[config.mk]
export PLATFORM = sky130hd
export DESIGN_NAME = utf8_stream_decoder
export DESIGN_NICKNAME = d
export VERILOG_FILES = /design/src/rtl/core/u8dec_pkg.sv /design/src/rtl/core/u8dec_front.sv /design/src/rtl/core/u8dec_back.sv /design/src/rtl/core/utf8_stream_decoder.sv
export SDC_FILE = /design/constraint.sdc
export NUM_CORES = 1
export LEC_CHECK = 0
export ABC_AREA = 1
export BUFFER_PORTS_ARGS = -buffer_cell sky130_fd_sc_hd__buf_4
export CORE_MARGIN = 2
export CORE_UTILIZATION = 62
export CTS_BUF_LIST = sky130_fd_sc_hd__clkbuf_4 sky130_fd_sc_hd__clkbuf_8 sky130_fd_sc_hd__clkbuf_16
export DETAILED_ROUTE_END_ITERATION = 6
export PLACE_DENSITY_LB_ADDON = 0.15
export SLEW_MARGIN = 20
export SYNTH_ARGS = -nofsm -noshare
export SYNTH_HDL_FRONTEND = slang
export SYNTH_HIERARCHICAL = 1
export SYNTH_SLANG_ARGS = --single-unit
[constraint.sdc]
create_clock -name clk -period 4.6 [get_ports clk]
set_clock_uncertainty 0.1 [all_clocks]
set_input_delay 0.23 -clock clk [delete_from_list [all_inputs] [get_ports clk]]
set_output_delay 0.23 -clock clk [all_outputs]
set_load 0.05 [all_outputs]
[src/rtl/core/u8dec_pkg.sv]
`timescale 1ns / 1ps

package u8dec_pkg;

  typedef struct packed {
    logic [7:0] in_byte;
    logic       end_of_stream;
  } in_item_t;

  typedef struct packed {
    logic [20:0] scalar_val;
    logic [2:0]  seq_length;
    logic [2:0]  error_kind;
  } out_item_t;

  typedef enum logic [2:0] {
    CLS_ASCII   = 3'd0,
    CLS_LEAD2   = 3'd1,
    CLS_LEAD3   = 3'd2,
    CLS_LEAD4   = 3'd3,
    CLS_CONT    = 3'd4,
    CLS_INVALID = 3'd5
  } byte_class_t;

  typedef enum logic [2:0] {
    ERR_OK       = 3'd0,
    ERR_BAD_LEAD = 3'd1,
    ERR_BAD_CONT = 3'd2,
    ERR_RANGE    = 3'd3,
    ERR_TRUNC    = 3'd4
  } err_kind_t;

  // classified byte handed from front to back
  typedef struct packed {
    byte_class_t cls;
    logic [6:0]  bits;
    logic        eos;
  } cls_item_t;

  localparam logic [20:0] MAX_SCALAR     = 21'h10FFFF;
  localparam logic [20:0] SURR_LO        = 21'h00D800;
  localparam logic [20:0] SURR_HI        = 21'h00DFFF;
  localparam logic [20:0] MIN_THREE_BYTE = 21'h000800;
  localparam logic [20:0] MIN_FOUR_BYTE  = 21'h010000;

endpackage

[src/rtl/core/u8dec_front.sv]
`timescale 1ns / 1ps

module u8dec_front (
  input  logic                 clk,
  input  logic                 rst_n,
  input  logic                 push,
  output logic                 full,
  input  u8dec_pkg::in_item_t  in_data,
  output logic                 q_valid,
  output u8dec_pkg::cls_item_t q_item,
  input  logic                 q_take
);
  import u8dec_pkg::*;

  cls_item_t  cls_item;
  cls_item_t  mem_r [2];
  logic [1:0] cnt_r, cnt_nxt;
  logic       wr_ptr_r, wr_ptr_nxt;
  logic       rd_ptr_r, rd_ptr_nxt;
  logic       do_push, do_pop;

  always_comb begin
    cls_item.eos  = in_data.end_of_stream;
    cls_item.bits = 7'd0;
    cls_item.cls  = CLS_INVALID;
    priority if (in_data.in_byte[7] == 1'b0) begin
      cls_item.cls  = CLS_ASCII;
      cls_item.bits = in_data.in_byte[6:0];
    end else if (in_data.in_byte[7:6] == 2'b10) begin
      cls_item.cls  = CLS_CONT;
      cls_item.bits = {1'b0, in_data.in_byte[5:0]};
    end else if (in_data.in_byte >= 8'hC2 && in_data.in_byte <= 8'hDF) begin
      cls_item.cls  = CLS_LEAD2;
      cls_item.bits = {2'b00, in_data.in_byte[4:0]};
    end else if (in_data.in_byte[7:4] == 4'hE) begin
      cls_item.cls  = CLS_LEAD3;
      cls_item.bits = {3'b000, in_data.in_byte[3:0]};
    end else if (in_data.in_byte >= 8'hF0 && in_data.in_byte <= 8'hF4) begin
      cls_item.cls  = CLS_LEAD4;
      cls_item.bits = {4'b0000, in_data.in_byte[2:0]};
    end else begin
      cls_item.cls  = CLS_INVALID;
    end
  end

  assign full    = (cnt_r == 2'd2);
  assign q_valid = (cnt_r != 2'd0);
  assign q_item  = mem_r[rd_ptr_r];
  assign do_push = push && !full;
  assign do_pop  = q_valid && q_take;

  always_comb begin
    cnt_nxt    = cnt_r;
    wr_ptr_nxt = wr_ptr_r;
    rd_ptr_nxt = rd_ptr_r;
    if (do_push) begin
      wr_ptr_nxt = ~wr_ptr_r;
    end
    if (do_pop) begin
      rd_ptr_nxt = ~rd_ptr_r;
    end
    unique case ({do_push, do_pop})
      2'b10:   cnt_nxt = cnt_r + 2'd1;
      2'b01:   cnt_nxt = cnt_r - 2'd1;
      default: cnt_nxt = cnt_r;
    endcase
  end

  always_ff @(posedge clk) begin
    if (!rst_n) begin
      cnt_r    <= 2'd0;
      wr_ptr_r <= 1'b0;
      rd_ptr_r <= 1'b0;
    end else begin
      cnt_r    <= cnt_nxt;
      wr_ptr_r <= wr_ptr_nxt;
      rd_ptr_r <= rd_ptr_nxt;
    end
  end

  always_ff @(posedge clk) begin
    if (do_push) begin
      mem_r[wr_ptr_r] <= cls_item;
    end
  end

endmodule

[src/rtl/core/u8dec_back.sv]
`timescale 1ns / 1ps

module u8dec_back (
  input  logic                 clk,
  input  logic                 rst_n,
  input  logic                 q_valid,
  input  u8dec_pkg::cls_item_t q_item,
  output logic                 q_take,
  output logic                 empty,
  input  logic                 pop,
  output u8dec_pkg::out_item_t out_data
);
  import u8dec_pkg::*;

  logic [1:0]  rem_r, rem_nxt;
  logic [2:0]  total_r, total_nxt;
  logic [20:0] acc_r, acc_nxt;
  logic [20:0] shifted;
  logic [2:0]  taken;
  logic        emit;
  out_item_t   res;

  out_item_t   res_mem_r [2];
  logic [1:0]  res_cnt_r, res_cnt_nxt;
  logic        res_wr_r, res_rd_r;
  logic        res_push, res_pop;

  assign q_take  = q_valid && (res_cnt_r != 2'd2);
  assign shifted = {acc_r[14:0], q_item.bits[5:0]};
  assign taken   = total_r - {1'b0, rem_r} + 3'd1;

  always_comb begin
    rem_nxt   = rem_r;
    total_nxt = total_r;
    acc_nxt   = acc_r;
    emit      = 1'b0;
    res       = '{scalar_val: 21'd0, seq_length: 3'd1, error_kind: ERR_OK};
    if (q_take) begin
      if (rem_r == 2'd0) begin
        unique case (q_item.cls)
          CLS_ASCII: begin
            emit           = 1'b1;
            res.scalar_val = {14'd0, q_item.bits};
          end
          CLS_LEAD2, CLS_LEAD3, CLS_LEAD4: begin
            if (q_item.eos) begin
              emit           = 1'b1;
              res.error_kind = ERR_TRUNC;
            end else begin
              acc_nxt = {14'd0, q_item.bits};
              unique case (q_item.cls)
                CLS_LEAD2: begin total_nxt = 3'd2; rem_nxt = 2'd1; end
                CLS_LEAD3: begin total_nxt = 3'd3; rem_nxt = 2'd2; end
                default:   begin total_nxt = 3'd4; rem_nxt = 2'd3; end
              endcase
            end
          end
          default: begin
            emit           = 1'b1;
            res.error_kind = ERR_BAD_LEAD;
          end
        endcase
      end else begin
        priority if (q_item.eos && rem_r > 2'd1) begin
          emit           = 1'b1;
          res.seq_length = taken;
          res.error_kind = ERR_TRUNC;
        end else if (q_item.cls != CLS_CONT) begin
          emit           = 1'b1;
          res.seq_length = taken;
          res.error_kind = ERR_BAD_CONT;
        end else if (rem_r != 2'd1) begin
          acc_nxt = shifted;
          rem_nxt = rem_r - 2'd1;
        end else begin
          // last continuation byte: range and surrogate checks
          emit           = 1'b1;
          res.seq_length = total_r;
          if ((total_r == 3'd3 && shifted < MIN_THREE_BYTE) ||
              (total_r == 3'd4 && shifted < MIN_FOUR_BYTE) ||
              shifted > MAX_SCALAR ||
              (shifted >= SURR_LO && shifted <= SURR_HI)) begin
            res.error_kind = ERR_RANGE;
          end else begin
            res.scalar_val = shifted;
          end
        end
      end
      if (emit) begin
        rem_nxt   = 2'd0;
        total_nxt = 3'd0;
        acc_nxt   = 21'd0;
      end
    end
  end

  always_ff @(posedge clk) begin
    if (!rst_n) begin
      rem_r   <= 2'd0;
      total_r <= 3'd0;
      acc_r   <= 21'd0;
    end else begin
      rem_r   <= rem_nxt;
      total_r <= total_nxt;
      acc_r   <= acc_nxt;
    end
  end

  // result queue
  assign res_push = emit;
  assign empty    = (res_cnt_r == 2'd0);
  assign res_pop  = pop && !empty;
  assign out_data = res_mem_r[res_rd_r];

  always_comb begin
    unique case ({res_push, res_pop})
      2'b10:   res_cnt_nxt = res_cnt_r + 2'd1;
      2'b01:   res_cnt_nxt = res_cnt_r - 2'd1;
      default: res_cnt_nxt = res_cnt_r;
    endcase
  end

  always_ff @(posedge clk) begin
    if (!rst_n) begin
      res_cnt_r <= 2'd0;
      res_wr_r  <= 1'b0;
      res_rd_r  <= 1'b0;
    end else begin
      res_cnt_r <= res_cnt_nxt;
      if (res_push) begin
        res_wr_r <= ~res_wr_r;
      end
      if (res_pop) begin
        res_rd_r <= ~res_rd_r;
      end
    end
  end

  always_ff @(posedge clk) begin
    if (res_push) begin
      res_mem_r[res_wr_r] <= res;
    end
  end

endmodule

[src/rtl/core/utf8_stream_decoder.sv]
`timescale 1ns / 1ps
// utf8_stream_decoder: validating utf-8 decoder, one byte per transaction.
// input side is a queue: drive in_data (byte plus end-of-stream flag) and
// push; a transaction completes on a clock edge with push high and full low.
// result side is a queue too: while empty is low out_data holds the oldest
// result (code point, sequence length, error kind); raise pop to take it.
// each byte gives zero or one result: ascii bytes, final continuation bytes
// and every error give one, other lead and continuation bytes give none.
// a byte is classified by the front stage and written into a two-entry
// queue; the back stage takes one classified byte per cycle while the
// result queue has room and updates the sequence state; each result goes
// into the result queue as the back stage takes the byte that caused it.
// throughput is one byte per clock while results drain, set by the
// back stage. when the receiver stalls, the two-entry result queue fills,
// then the byte queue, then full rises; nothing is lost.
// synchronous reset empties both queues and leaves the decoder idle,
// waiting for a lead byte.
module utf8_stream_decoder (
  input  logic                 clk,
  input  logic                 rst_n,
  input  logic                 push,
  output logic                 full,
  input  u8dec_pkg::in_item_t  in_data,
  output logic                 empty,
  input  logic                 pop,
  output u8dec_pkg::out_item_t out_data
);
  import u8dec_pkg::*;

  cls_item_t q_item;
  logic      q_valid;
  logic      q_take;

  u8dec_front u_front (
    .clk     (clk),
    .rst_n   (rst_n),
    .push    (push),
    .full    (full),
    .in_data (in_data),
    .q_valid (q_valid),
    .q_item  (q_item),
    .q_take  (q_take)
  );

  u8dec_back u_back (
    .clk      (clk),
    .rst_n    (rst_n),
    .q_valid  (q_valid),
    .q_item   (q_item),
    .q_take   (q_take),
    .empty    (empty),
    .pop      (pop),
    .out_data (out_data)
  );

endmodule
==> results.py, run 1 <==
metrics = {
    "setup_path": {
        "critPathSlowestCell": "dfxtp_1",
        "cp.required_ps": 4800,
        "cp-end-kind": "flop",
        "crit_type": "reg2reg",
        "critPathBufInv": 2,
        "critPathArrivalTime_ps": 2840,
        "critPathMaxFanout": 11,
        "r2r_slack_ps": 1960,
        "rr_worst_depth": 12,
        "crit_family": "simple AND/OR/NAND/NOR gates",
        "path_cells": "mux2_2, nor2_2, nand2_2, inv_1, nand2_1, nand3_1, ha_1, inv_1, nand2_1, nor2_1, o21ai_0, a21oi_1",
        "max_stage_delay_ps": 610,
        "r2r_end": "u_back/res_cnt_r[1]$_SDFFE_PN0P_",
        "cp-start-kind": "flop",
    },
    "timing": {
        "finalCriticalPeriod_ps": 2640,
        "worst_pin_slew_ps": 945,
        "holdWs_ps": 41.7,
        "rsz0062_at_grt": "no",
        "finalCritPeriodShare_pct": 57.4,
        "fmax_mhz": 378,
        "slew_viol_final": 0,
        "setup-tns-final_ps": 0,
        "slew_headroom_pct": 36.7,
        "setup_violations": 0,
        "hold_viol_final": 0,
    },
    "grt": {
        "grt_max_degree": 30,
        "antenna_found_initial": 0,
        "overflow": 0,
        "grt_pass1_vias": 3159,
        "grtUsageTotal_pct": 21.0,
        "grt_pass1_wl_um": 14000,
    },
    "drt": {
        "viasPerCell": 5.35,
        "drt_first_iter_violations": 190,
        "antenna_left": 0,
        "wl_um": 8310,
        "routed-via-count": 3281,
        "drc": 0,
        "firstDrtPassIters": 5,
        "wire_per_inst_um": 13.6,
    },
    "placement": {
        "portBuffers": 41,
        "hpwl_um": 5610,
        "gp_congestion": 0.934,
    },
    "power_and_ir_drop": {
        "intPower_mw": 2.09,
        "ir_worst_vdd_mv": 0.398,
        "switchingPower_mw": 1.48,
        "p_sw_share_pct": 41.5,
        "power.static_leakage_nw": 2.08,
        "seq_power_share_pct": 39.5,
        "power_frac_comb_pct": 43.4,
        "cellPowerDensity_mw_per_mm2": 658,
        "power_frac_clock_pct": 17.1,
    },
    "synth": {
        "synth_cell_types": 32,
        "synth.avg_cell_area_um2": 10.4,
        "synth.area.top_cells": "edfxtp_1 (47%), dfxtp_1 (12%), mux2_2 (8.9%), nand2_1 (5.7%), nor2_1 (5.0%)",
        "syn_nets": 481,
        "synth_top_area_share_pct": 47.4,
        "ys_seq_area_share_pct": 59.8,
        "ys_warn_count": 6,
        "ys_ff_latch": 106,
        "synth_area_mm2": 0.00482,
        "yosys.area.top_type": "edfxtp_1",
        "synthCells": 463,
    },
    "cells_and_area": {
        "antenna_cells": 0,
        "final_util_pct": 71.3,
        "fill_cells": 567,
        "final_cell_mix": "edfxtp_1 (76), nand2_1 (73), nor2_1 (62)",
        "nets": 524,
        "final_common_cell": "edfxtp_1",
        "area_delta_synth_final_pct": 12.6,
        "drive_gt1_share_pct": 22.7,
    },
    "die": {
        "ios": 42,
        "die_y_um": 92.2,
        "rows": 32,
        "initial_core_util_pct": 63.3,
        "die_area_mm2": 0.00849,
        "core_mm2": 0.00761,
        "die_w_um": 92.2,
    },
    "hold_path": {
        "hold_path_end": "u_front/wr_ptr_r$_SDFFE_PN0P_",
        "worstHoldStart": "rst_n",
        "hold_class": "in2reg",
        "min_path_cells": 3,
    },
    "clocking": {
        "hold_buffers": 1,
        "cts.path.max_buffers": 2,
        "cts_setup_buffers": 0,
        "cts.sinks": 106,
        "cts.clk_slew.worst_paths_ps": 90,
        "cts_tree": "built",
        "cts.repair.resized": 0,
        "clk_latency_ps": 370,
        "cts_made_buffers": 9,
        "htreeDepth": 3,
        "clockRootBuffer": "clkbuf_8",
    },
    "run_status": {
        "outcome": "finished, final reports clean",
    },
    "flow_run": {
        "maxCapViolCount": 0,
    },
}
worst max path at each step:
stage | from | end | slack (ps) | depth (start not counted)
final | flop | u_back/res_cnt_r[1]$_SDFFE_PN0P_ | 1960 | 12
after global routing | flop | u_back/res_cnt_r[1]$_SDFFE_PN0P_ | 1650 | 12
after CTS | flop | u_back/res_cnt_r[1]$_SDFFE_PN0P_ | 1960 | 12
after detailed placement | flop | u_back/res_cnt_r[1]$_SDFFE_PN0P_ | 1980 | 12
after global placement | flop | u_back/res_cnt_r[1]$_SDFFE_PN0P_ | 2120 | 12
after floorplan | flop | u_back/res_mem_r[0][0]$_DFFE_PP_ | 1560 | 7
final cells by class:
type / count / area (µm²) / share of cell area (%)
multi-input combinational: 289 / 1640 / 30.1
sequential: 106 / 2880 / 53.2
timing repair buffer: 47 / 355 / 6.55
clock buffer: 13 / 178 / 3.28
clock inverter: 3 / 45.0 / 0.830
inverter: 53 / 199 / 3.67
tap: 102 / 128 / 2.35
routing by layer:
layer | GRT usage (%) | routed length [µm]
met1 | 25.7 | 3620
met4 | 9.33 | 112
met2 | 36.3 | 4210
met3 | 4.11 | 369
met5 | 0 | 0
power groups by stage:
stage / Sequential [mW] / Clock, mW / Combinational [mW]
after floorplan: 1.38 / 0 / 1.24
after global placement: 1.42 / 0 / 1.53
after detailed placement: 1.44 / 0 / 1.55
after CTS: 1.41 / 0.621 / 1.56
after global routing: 1.44 / 0.656 / 1.68
final: 1.41 / 0.612 / 1.55
state kept, by name, summed over array words and instances (netlist names), named ones only:
name,flops
u_front/wr_ptr_r,1
u_back/total_r,3
u_back/res_mem_r,54
u_back/acc_r,15
u_back/res_rd_r,1
u_front/mem_r,22
u_back/rem_r,2
u_front/rd_ptr_r,1
u_front/cnt_r,2
u_back/res_wr_r,1
u_back/res_cnt_r,2
Yosys cell counts (all sizes together):
master  count
a21oi      37
a31oi       1
buf        12
clkbuf      3
clkinv      1
dfxtp      30
edfxtp     76
ha          5
inv        52
mux2       38
nand2      77
nand3      20
nand4      11
nor2       67
nor3        8
o211ai      1
o21ai      19
or2         2
xnor2       1
xor2        2
per-stage QoR:
step	total power, mW	instances	worst slack (ps)	instance area, µm²
after floorplan	2.63	463	1560	4820
after global placement	2.95	596	2120	5190
after detailed placement	2.99	596	1980	5190
after CTS	3.59	613	1960	5420
after global routing	3.77	613	1650	5420
final	3.57	613	1960	5420
tightest hold or removal path, cell delays in order:
cell	delay, ps
buf_4	150
nand2_1	70
nor2_1	30
logic make-up (layout without fill, tap and decap cells):
logic type      count (synthesis)  in the layout  share of synthesized area (%)
fa+ha+maj                       5              5                           1.30
compound gates                 58             58                           6.18
buf+inv                        68            116                           6.34
flops                         106            106                           59.8
xor+xnor                        3              3                          0.545
mux                            38             38                           8.88
simple gates                  185            185                           16.9
Note: power is estimated with default switching activity, not from simulation.
==> inputs of run 2 (changes only) <==
--- a/config.mk
+++ b/config.mk
@@ -5,10 +5,10 @@
 export SDC_FILE = /design/constraint.sdc
 export NUM_CORES = 1
 export LEC_CHECK = 0
-export ABC_AREA = 1
+export ABC_AREA = 0
 export BUFFER_PORTS_ARGS = -buffer_cell sky130_fd_sc_hd__buf_4
 export CORE_MARGIN = 2
-export CORE_UTILIZATION = 62
+export CORE_UTILIZATION = 59
 export CTS_BUF_LIST = sky130_fd_sc_hd__clkbuf_4 sky130_fd_sc_hd__clkbuf_8 sky130_fd_sc_hd__clkbuf_16
 export DETAILED_ROUTE_END_ITERATION = 6
 export PLACE_DENSITY_LB_ADDON = 0.15
==> constraint.sdc (replaced) <==
create_clock -name clk -period 2.5 [get_ports clk]
set_clock_uncertainty 0.1 [all_clocks]
set_input_delay 0.125 -clock clk [delete_from_list [all_inputs] [get_ports clk]]
set_output_delay 0.125 -clock clk [all_outputs]
set_load 0.05 [all_outputs]
==> run 2 against run 1 <==
Final cell count down 12%. Total power is 80% higher. Synthesized cell count down 20%. Fmax is 12% higher. Utilization is 0.072 points lower. Non-clock buffer count grew 14. Combinational power rose by 96%. Synthesized area shrank 1.8%. Sequential share of layout area shrank 0.77 points. Register-to-register slack got worse by 1800 ps. Design area grew 1.5%. Worst hold slack worse by 13 ps. Highest routed layer unchanged.
==> results.py, run 2 <==
metrics = {
    "placement": {
        "hpwl_um": 5940,
        "gp_congestion": 0.878,
        "portBuffers": 41,
    },
    "clocking": {
        "cts.path.max_buffers": 2,
        "clockRootBuffer": "clkbuf_8",
        "clk_latency_ps": 360,
        "cts_tree": "built",
        "cts_made_buffers": 9,
        "cts.sinks": 106,
        "htreeDepth": 3,
        "cts.clk_slew.worst_paths_ps": 100,
    },
    "timing": {
        "hold_viol_final": 0,
        "fmax_mhz": 425,
        "rsz0062_at_grt": "no",
        "worst_pin_slew_ps": 486,
        "setup_violations": 0,
        "finalCriticalPeriod_ps": 2350,
        "finalCritPeriodShare_pct": 94.1,
        "holdWs_ps": 29.0,
        "slew_headroom_pct": 67.6,
        "slew_viol_final": 0,
        "setup-tns-final_ps": 0,
    },
    "power_and_ir_drop": {
        "cellPowerDensity_mw_per_mm2": 1170,
        "ir_worst_vdd_mv": 0.578,
        "switchingPower_mw": 2.65,
        "intPower_mw": 3.79,
        "power_frac_comb_pct": 47.2,
        "p_sw_share_pct": 41.2,
        "power_frac_clock_pct": 14.2,
        "seq_power_share_pct": 38.6,
        "power.static_leakage_nw": 1.94,
    },
    "cells_and_area": {
        "reg_top3": "u_back/res_mem_r x54, u_front/mem_r x22, u_back/acc_r x15",
        "area_delta_synth_final_pct": 16.4,
        "antenna_cells": 0,
        "final_cell_mix": "edfxtp_1 (76), buf_4 (54), mux2_2 (38)",
        "nets": 448,
        "largest_reg_flops": 54,
        "drive_gt1_share_pct": 29.0,
        "fill_cells": 530,
        "regMostFlops": "u_back/res_mem_r",
        "final_common_cell": "edfxtp_1",
        "multiInputGateArea_mm2": 0.00173,
        "final-seq-area_mm2": 0.00288,
    },
    "setup_path": {
        "critPathMaxFanout": 13,
        "cp-start-kind": "flop",
        "crit_type": "reg2reg",
        "critPathArrivalTime_ps": 2540,
        "cp-end-kind": "flop",
        "cp.required_ps": 2690,
    },
    "hold_path": {
        "hold_class": "in2reg",
    },
    "die": {
        "die_w_um": 93.5,
        "ios": 42,
        "die_area_mm2": 0.00875,
        "core_mm2": 0.00773,
        "die_y_um": 93.5,
        "rows": 32,
        "initial_core_util_pct": 61.2,
    },
    "synth": {
        "ys_seq_area_share_pct": 61.0,
        "synth_edf_count": 76,
        "synth_async_sr_flop_share_pct": 0,
        "synth.area.top_cells": "edfxtp_1 (48%), dfxtp_1 (13%), mux2_2 (9.3%), nor2b_1 (3.0%), a32oi_1 (2.0%)",
        "ys_ff_latch": 106,
        "synth.avg_cell_area_um2": 12.7,
        "yosysMostFrequentCell": "edfxtp_1",
        "synthCells": 372,
        "ys_warn_count": 6,
        "synth_top_area_share_pct": 48.3,
        "yosys.area.top_type": "edfxtp_1",
        "synth_ff_type": "edfxtp_1",
        "syn_nets": 390,
        "synth_cell_types": 53,
        "synth_area_mm2": 0.00473,
        "synthTopCellsByCount": "edfxtp_1 (76), mux2_2 (39), dfxtp_1 (30)",
    },
    "drt": {
        "drt_first_iter_violations": 192,
        "routed-via-count": 3059,
        "firstDrtPassIters": 4,
        "antenna_left": 0,
        "drc": 0,
        "viasPerCell": 5.70,
        "wire_per_inst_um": 16.1,
        "wl_um": 8670,
    },
    "flow_run": {
        "maxCapViolCount": 0,
    },
    "grt": {
        "grt_pass1_wl_um": 14900,
        "grt_max_degree": 29,
        "grtUsageTotal_pct": 22.2,
        "grt_pass1_vias": 3152,
        "antenna_found_initial": 0,
        "overflow": 0,
    },
    "run_status": {
        "outcome": "finished, final reports clean",
    },
}
run 2: changes by cell type after synthesis, sizes merged, moves of 11 or more:
cell   previous run  this run
a32oi             0        11
nor2b             0        23
nand4            11         0
nand3            20         2
nor2             67        14
nand2            77        12
a21oi            37         7
and2              0        11
inv              52        26
run 2: stage by stage:
stage	setup WS (ps)	cell area, µm²	std cells	power (mW)	utilization, %
global route	10.2	5500	537	6.82	71.2
floorplan	26.4	4780	372	4.71	-
detailed placement	110	5280	516	5.57	68.4
finish	148	5500	537	6.44	71.2
CTS	85.2	5500	537	6.48	71.2
global placement	183	5280	516	5.49	68.4
run 2: final timing paths:
check	slack, ps	cells past startpoint	from	endpoint
max	150	9	flop	u_back/res_cnt_r[1]$_SDFFE_PN0P_
max reg2reg	150	9	flop	u_back/res_cnt_r[1]$_SDFFE_PN0P_
min reg2reg	390	2	u_front/wr_ptr_r$_SDFFE_PN0P_	u_front/wr_ptr_r$_SDFFE_PN0P_
min	30	2	in_data[5]	u_front/mem_r[0][4]$_DFFE_PP_
run 2: final cells by class:
class                      count  share of cell area, %
inverter                      26                   1.77
multi-input combinational    226                   31.4
tap                          102                   2.32
timing repair buffer          61                   9.00
clock buffer                   9                   2.25
sequential                   106                   52.4
clock inverter                 7                  0.818
run 2: worst max-delay path, stage by stage (launching register included):
cell       delay, ps
dfxtp_2          380
mux2_4           310
buf_4            180
nand4bb_1        180
o21ai_4           90
a21oi_2          200
inv_2             90
ha_4             250
or3_1            350
a21boi_0         160
run 2: timing repair:
action	in CTS	in global routing
resized for setup	0	1
setup endpoints to repair	0	1
buffers inserted	0	0
hold endpoints to repair	10	0
hold buffers	5	0
run 2: power groups by stage:
stage                     clock network [mW]  logic [mW]  registers, mW
after floorplan                            0        2.23           2.47
after detailed placement                   0        3.04           2.53
after global routing                    1.01        3.27           2.53
after CTS                              0.933        3.06           2.49
final                                  0.913        3.04           2.49
after global placement                     0        2.99           2.51
run 2: cell families after synthesis:
logic type                 count (synthesis)  synth area share (%)
DFF                                      106                  61.0
adders and majority gates                  5                  1.32
AOI/OAI and AO/OA                         59                  9.36
xor gates and xnor gates                   7                  1.30
and+or+nand+nor                          115                  14.2
muxes                                     40                  9.50
buffers and inverters                     40                  3.39
run 2: metal layers:
| metal | vias to the layer above | GRT usage, % | part of all wire [%] |
|---|---|---|---|
| li1 | 1491 | - | - |
| met1 | 1491 | 26.3 | 42 |
| met2 | 68 | 40.2 | 53 |
| met3 | 9 | 4.59 | 3.7 |
| met4 | 0 | 7.61 | 1.3 |
| met5 | - | 0 | 0 |
